`config.mk`:
```
export PLATFORM = sky130hd
export DESIGN_NAME = adv_res_mul
export DESIGN_NICKNAME = d
export VERILOG_FILES = /design/src/rtl/core/adv_res_mul.sv
export SDC_FILE = /design/constraint.sdc
export NUM_CORES = 2
export LEC_CHECK = 0
export BUFFER_PORTS_ARGS = -buffer_cell sky130_fd_sc_hd__buf_2
export CORE_AREA = 2 2 360 362
export CTS_CLUSTER_SIZE = 8
export DETAILED_ROUTE_END_ITERATION = 7
export DIE_AREA = 0 0 362 364
export PLACE_DENSITY = 0.46
export REMOVE_ABC_BUFFERS = 1
export SLEW_MARGIN = 20
export SYNTH_ARGS = -nofsm -noshare
export SYNTH_HDL_FRONTEND = slang
export SYNTH_SLANG_ARGS = --single-unit
```
`constraint.sdc`:
```
create_clock -name aclk -period 10 [get_ports aclk]
set_input_delay 2.5 -clock aclk [delete_from_list [all_inputs] [get_ports aclk]]
set_output_delay 2.5 -clock aclk [all_outputs]
set_load 0.01 [all_outputs]
```
`src/rtl/core/adv_res_mul.sv`:
```
// ----------------------------------------------------------------------------
// adv_res_mul
// Shared signed multiplier with registered product.
// ----------------------------------------------------------------------------
module adv_res_mul (
    input  logic               aclk,
    input  logic signed [32:0] op_a,
    input  logic signed [32:0] op_b,
    output logic signed [65:0] prod_reg
);

    always_ff @(posedge aclk) begin
        prod_reg <= op_a * op_b;
    end

endmodule

```
# Yosys cells after proc, flatten, opt, wreduce, memory -nomap -nowiden
# Index checks and enable logic that the tools add are counted.
[totals]
ff_bits = 66
in_bits = 67
output_inout_bits = 66
wordCells = 2
[op_classes]
multipliers = 1
[ops]
columns = ["cell", "n"]
rows = [
  ["33-bit by 33-bit multiplier with 66-bit output", 1],
]

# Longest topological paths before layout
[logic_depth]
word_depth = 1
mapped_depth = 27
ltp_nobuf = 26

# Worst setup path after synthesis
# OpenSTA, ideal clock, no wires.
[synth_path]
kind = "input to register"
start = "input op_a[32]"
end = "register prod_reg[62]"
arrival_time_ns = 9.657
required_time_ns = 9.921
setup_slack_ns = 0.264
stages = 23
path_cell_list = "clkbuf_1 nand2_1 inv_1 fa_1 fa_1 fa_1 fa_1 fa_1 fa_1 fa_1 inv_1 fa_1 inv_1 ha_1 clkbuf_1 and3_1 nand3_1 nand2b_1 a2111oi_4 a211oi_4 a21o_2 a21o_1 a211oi_2"
[synth_via]
elab_chain_cells = 1
[synth_lines]
columns = ["element", "line_no", "source"]
rows = [
  ["start, declared", "7", "input logic signed [32:0] op_a,"],
  ["33-bit by 33-bit multiplier with 66-bit output", "13", "prod_reg <= op_a * op_b;"],
  ["end signal, assigned", "13", ""],
  ["end, declared", "9", "output logic signed [65:0] prod_reg"],
]
# No other way between the ends.

# Final worst setup path
[layout_path]
start = "input op_b[9]"
end = "register prod_reg[40]"
[layout_via]
elab_chain_cells = 1
[layout_lines]
columns = ["element", "line_no", "source"]
rows = [
  ["start, declared", "8", "input logic signed [32:0] op_b,"],
  ["33-bit by 33-bit multiplier with 66-bit output", "13", ""],
]
# No other way between the ends.

==> flow_metrics.py <==
metrics = {
    "setup_path": {
        "crit_path_end": "prod_reg[40]",
        "crit_path_top_delay_cell": "fa_1",
        "critical_path.startpoint": "op_b[9]",
        "path_depth": 25,
        "crit_fanout": 26,
        "cp.required_ps": 10320,
        "startpoint_type": "input pin",
        "cpLargestDelayFamily": "adder cells",
        "critPathMostFrequentCell": "fa_1",
        "crit_type": "in -> reg",
        "slowest_delay_ps": 580,
        "crit_buf_inv": 8,
        "cp-end-kind": "register",
        "cp.arrival_ps": 9880,
    },
    "die": {
        "fp-row-count": 132,
        "core_area_um2": 128000,
        "die_x_um": 362,
        "io_pins": 133,
        "dieArea_um2": 132000,
        "initial_core_util": 0.317,
        "die-height_um": 364,
    },
    "cells_and_area": {
        "nFillCells": 13400,
        "design_area_um2": 44800,
        "multiInputGateArea_um2": 34300,
        "drive_gt1_frac": 0.0903,
        "nets": 5909,
        "final_common_cell": "fa_1",
        "largest_register_ffs": 66,
        "areaGrowthSynthToFinish_pct": 9.94,
        "seq_area_um2": 1320,
        "final_cell_mix": "1144 x fa_1, 1131 x inv_1, 562 x and2_1",
    },
    "logic_synthesis": {
        "synth-seq-cells": 66,
        "synth_area_um2": 40700,
        "synth_cells": 4338,
        "postSynthAreaPerCell_um2": 9.39,
        "synth_ff_type": "dfxtp_1",
        "ys_warn_count": 0,
        "synth_edf_count": 0,
        "yosysSeqAreaShare": 0.0324,
        "async_flop_share": 0,
        "netlist-cell-type-count": 80,
    },
    "job": {
        "maxCapViolCount": 0,
    },
    "cts": {
        "cts_sinks": 66,
        "postCtsResizedCells": 0,
        "root_buffer": "clkbuf_16",
        "cts_made_buffers": 9,
        "tritoncts": "built",
        "htreeDepth": 3,
        "cts_hold_buf": 0,
        "cts_setup_buffers": 0,
        "clk_pin_slew_worst_paths_ps": 70,
        "clockBufferDepth": 2,
    },
    "sta": {
        "post-route-min-period_ps": 9550,
        "rsz0062_at_grt": "false",
        "fin_crit_sh": 0.955,
        "worst_slew_pin_slew_ps": 793,
        "setup_tns_ps": 0,
        "slew_headroom": 0.472,
        "holdWs_ps": 2840,
        "setup_viol": 0,
        "hold_violations": 0,
        "fmax_mhz": 105,
        "slew_viol_final": 0,
    },
    "detailed_routing": {
        "drtAntennaViolNets": 0,
        "wl_per_cell_um": 18.9,
        "wl_um": 116000,
        "via_per_inst": 4.60,
        "drc": 0,
        "drt_iter0_drc": 1335,
        "vias": 28400,
        "first_pass_iters": 6,
    },
    "global_route": {
        "grt_pass1_wl_um": 186000,
        "grt.overflow.total": 0,
        "track_usage": 0.184,
        "antenna_found_initial": 4,
        "grt_pass1_vias": 31400,
        "grt_max_degree": 34,
    },
    "place": {
        "dpl_cell_area_um2": 44500,
        "hpwl_um": 103000,
        "port_buffers": 132,
        "place_congestion": 0.853,
    },
    "status": {
        "outcome": "complete, no violations",
    },
    "min_path": {
        "min_path_cells": 3,
        "hp-class": "in -> reg",
    },
}
[cell usage after synthesis, drive strengths merged (3+ instances only)]
| cell type | instances | area [um^2] |
|---|---|---|
| nor3 | 7 | 35.0 |
| o31ai | 7 | 104 |
| nand2b | 12 | 75.1 |
| clkbuf | 208 | 781 |
| dfxtp | 66 | 1320 |
| and3 | 6 | 42.5 |
| o21ai | 33 | 173 |
| nor2 | 68 | 255 |
| inv | 1131 | 4250 |
| or3 | 3 | 18.8 |
| a21o | 38 | 288 |
| and2 | 563 | 3520 |
| or2 | 3 | 18.8 |
| xnor2 | 43 | 377 |
| o211ai | 5 | 51.3 |
| xor2 | 25 | 219 |
| a21oi | 61 | 328 |
| o21bai | 11 | 82.6 |
| a211o | 6 | 52.6 |
| buf | 13 | 70.1 |
| nor4 | 3 | 33.8 |
| a21boi | 3 | 33.8 |
| nand3 | 26 | 135 |
| a31oi | 9 | 62.6 |
| fa | 1145 | 22900 |
| ha | 217 | 2720 |
| nand2 | 551 | 2070 |
| nor2b | 5 | 31.3 |
| a211oi | 11 | 110 |
| a221oi | 3 | 43.8 |
| nand4 | 12 | 81.3 |
| o21a | 6 | 45.0 |
| and4 | 5 | 43.8 |
[worst min-delay path, delay by kind of cell]
family | cells | cell delay, ps
buf+inv | 2 | 500
simple gates | 1 | 170
[metrics by stage]
| stage | setup WS (ps) | utilization | instances |
|---|---|---|---|
| after floorplan | 618 | - | 4117 |
| after global placement | 52.0 | 0.347 | 6144 |
| after detailed placement | 56.7 | 0.347 | 6144 |
| after CTS | 447 | 0.349 | 6159 |
| after global routing | 65.0 | 0.349 | 6159 |
| final | 447 | 0.349 | 6162 |
[cells by family (layout without fill, tap and decap cells)]
kind of cell,count (synthesis),count (layout),share of synthesized area
AOI/OAI and AO/OA,219,219,0.0407
xor gates and xnor gates,68,68,0.0146
adders and majority gates,1362,1362,0.629
buffers and inverters,1352,1498,0.125
DFF,66,66,0.0324
other,0,3,0
and+or+nand+nor,1271,1271,0.158
[final cells by class]
| type | count | share of cell area |
|---|---|---|
| diodes | 3 | 0.000168 |
| clock buffers | 10 | 0.00534 |
| clock inverters | 5 | 0.00123 |
| inverters | 1131 | 0.0948 |
| multi-input cells | 2920 | 0.766 |
| flip-flops and latches | 66 | 0.0295 |
| well taps | 1675 | 0.0468 |
| repair buffers | 352 | 0.0558 |
[per-layer routing]
| layer | share of wire | vias to the layer above | global-route usage |
|---|---|---|---|
| met3 | 0.037 | 78 | 0.0189 |
| li1 | - | 12600 | - |
| met4 | 0.013 | 2 | 0.0228 |
| met1 | 0.44 | 15200 | 0.251 |
| met2 | 0.51 | 492 | 0.325 |
| met5 | 0.00011 | - | 0 |
[worst min-delay path by stage]
| stage | startpoint | end | slack, ps |
|---|---|---|---|
| 4_1_cts | op_b[0] | prod_reg[0] | 2810 |
| 2_1_floorplan | op_b[0] | prod_reg[0] | 2620 |
| 3_3_place_gp | prod_reg[43] | prod_reg[43] | 2890 |
| 6_report | op_b[0] | prod_reg[0] | 2840 |
| 3_5_place_dp | prod_reg[25] | prod_reg[25] | 2890 |
| 5_1_grt | op_b[0] | prod_reg[0] | 2830 |
Power is left out: the tool's default activity adds up to more than one toggle a clock period on the data nets, which glitch-free logic cannot reach.
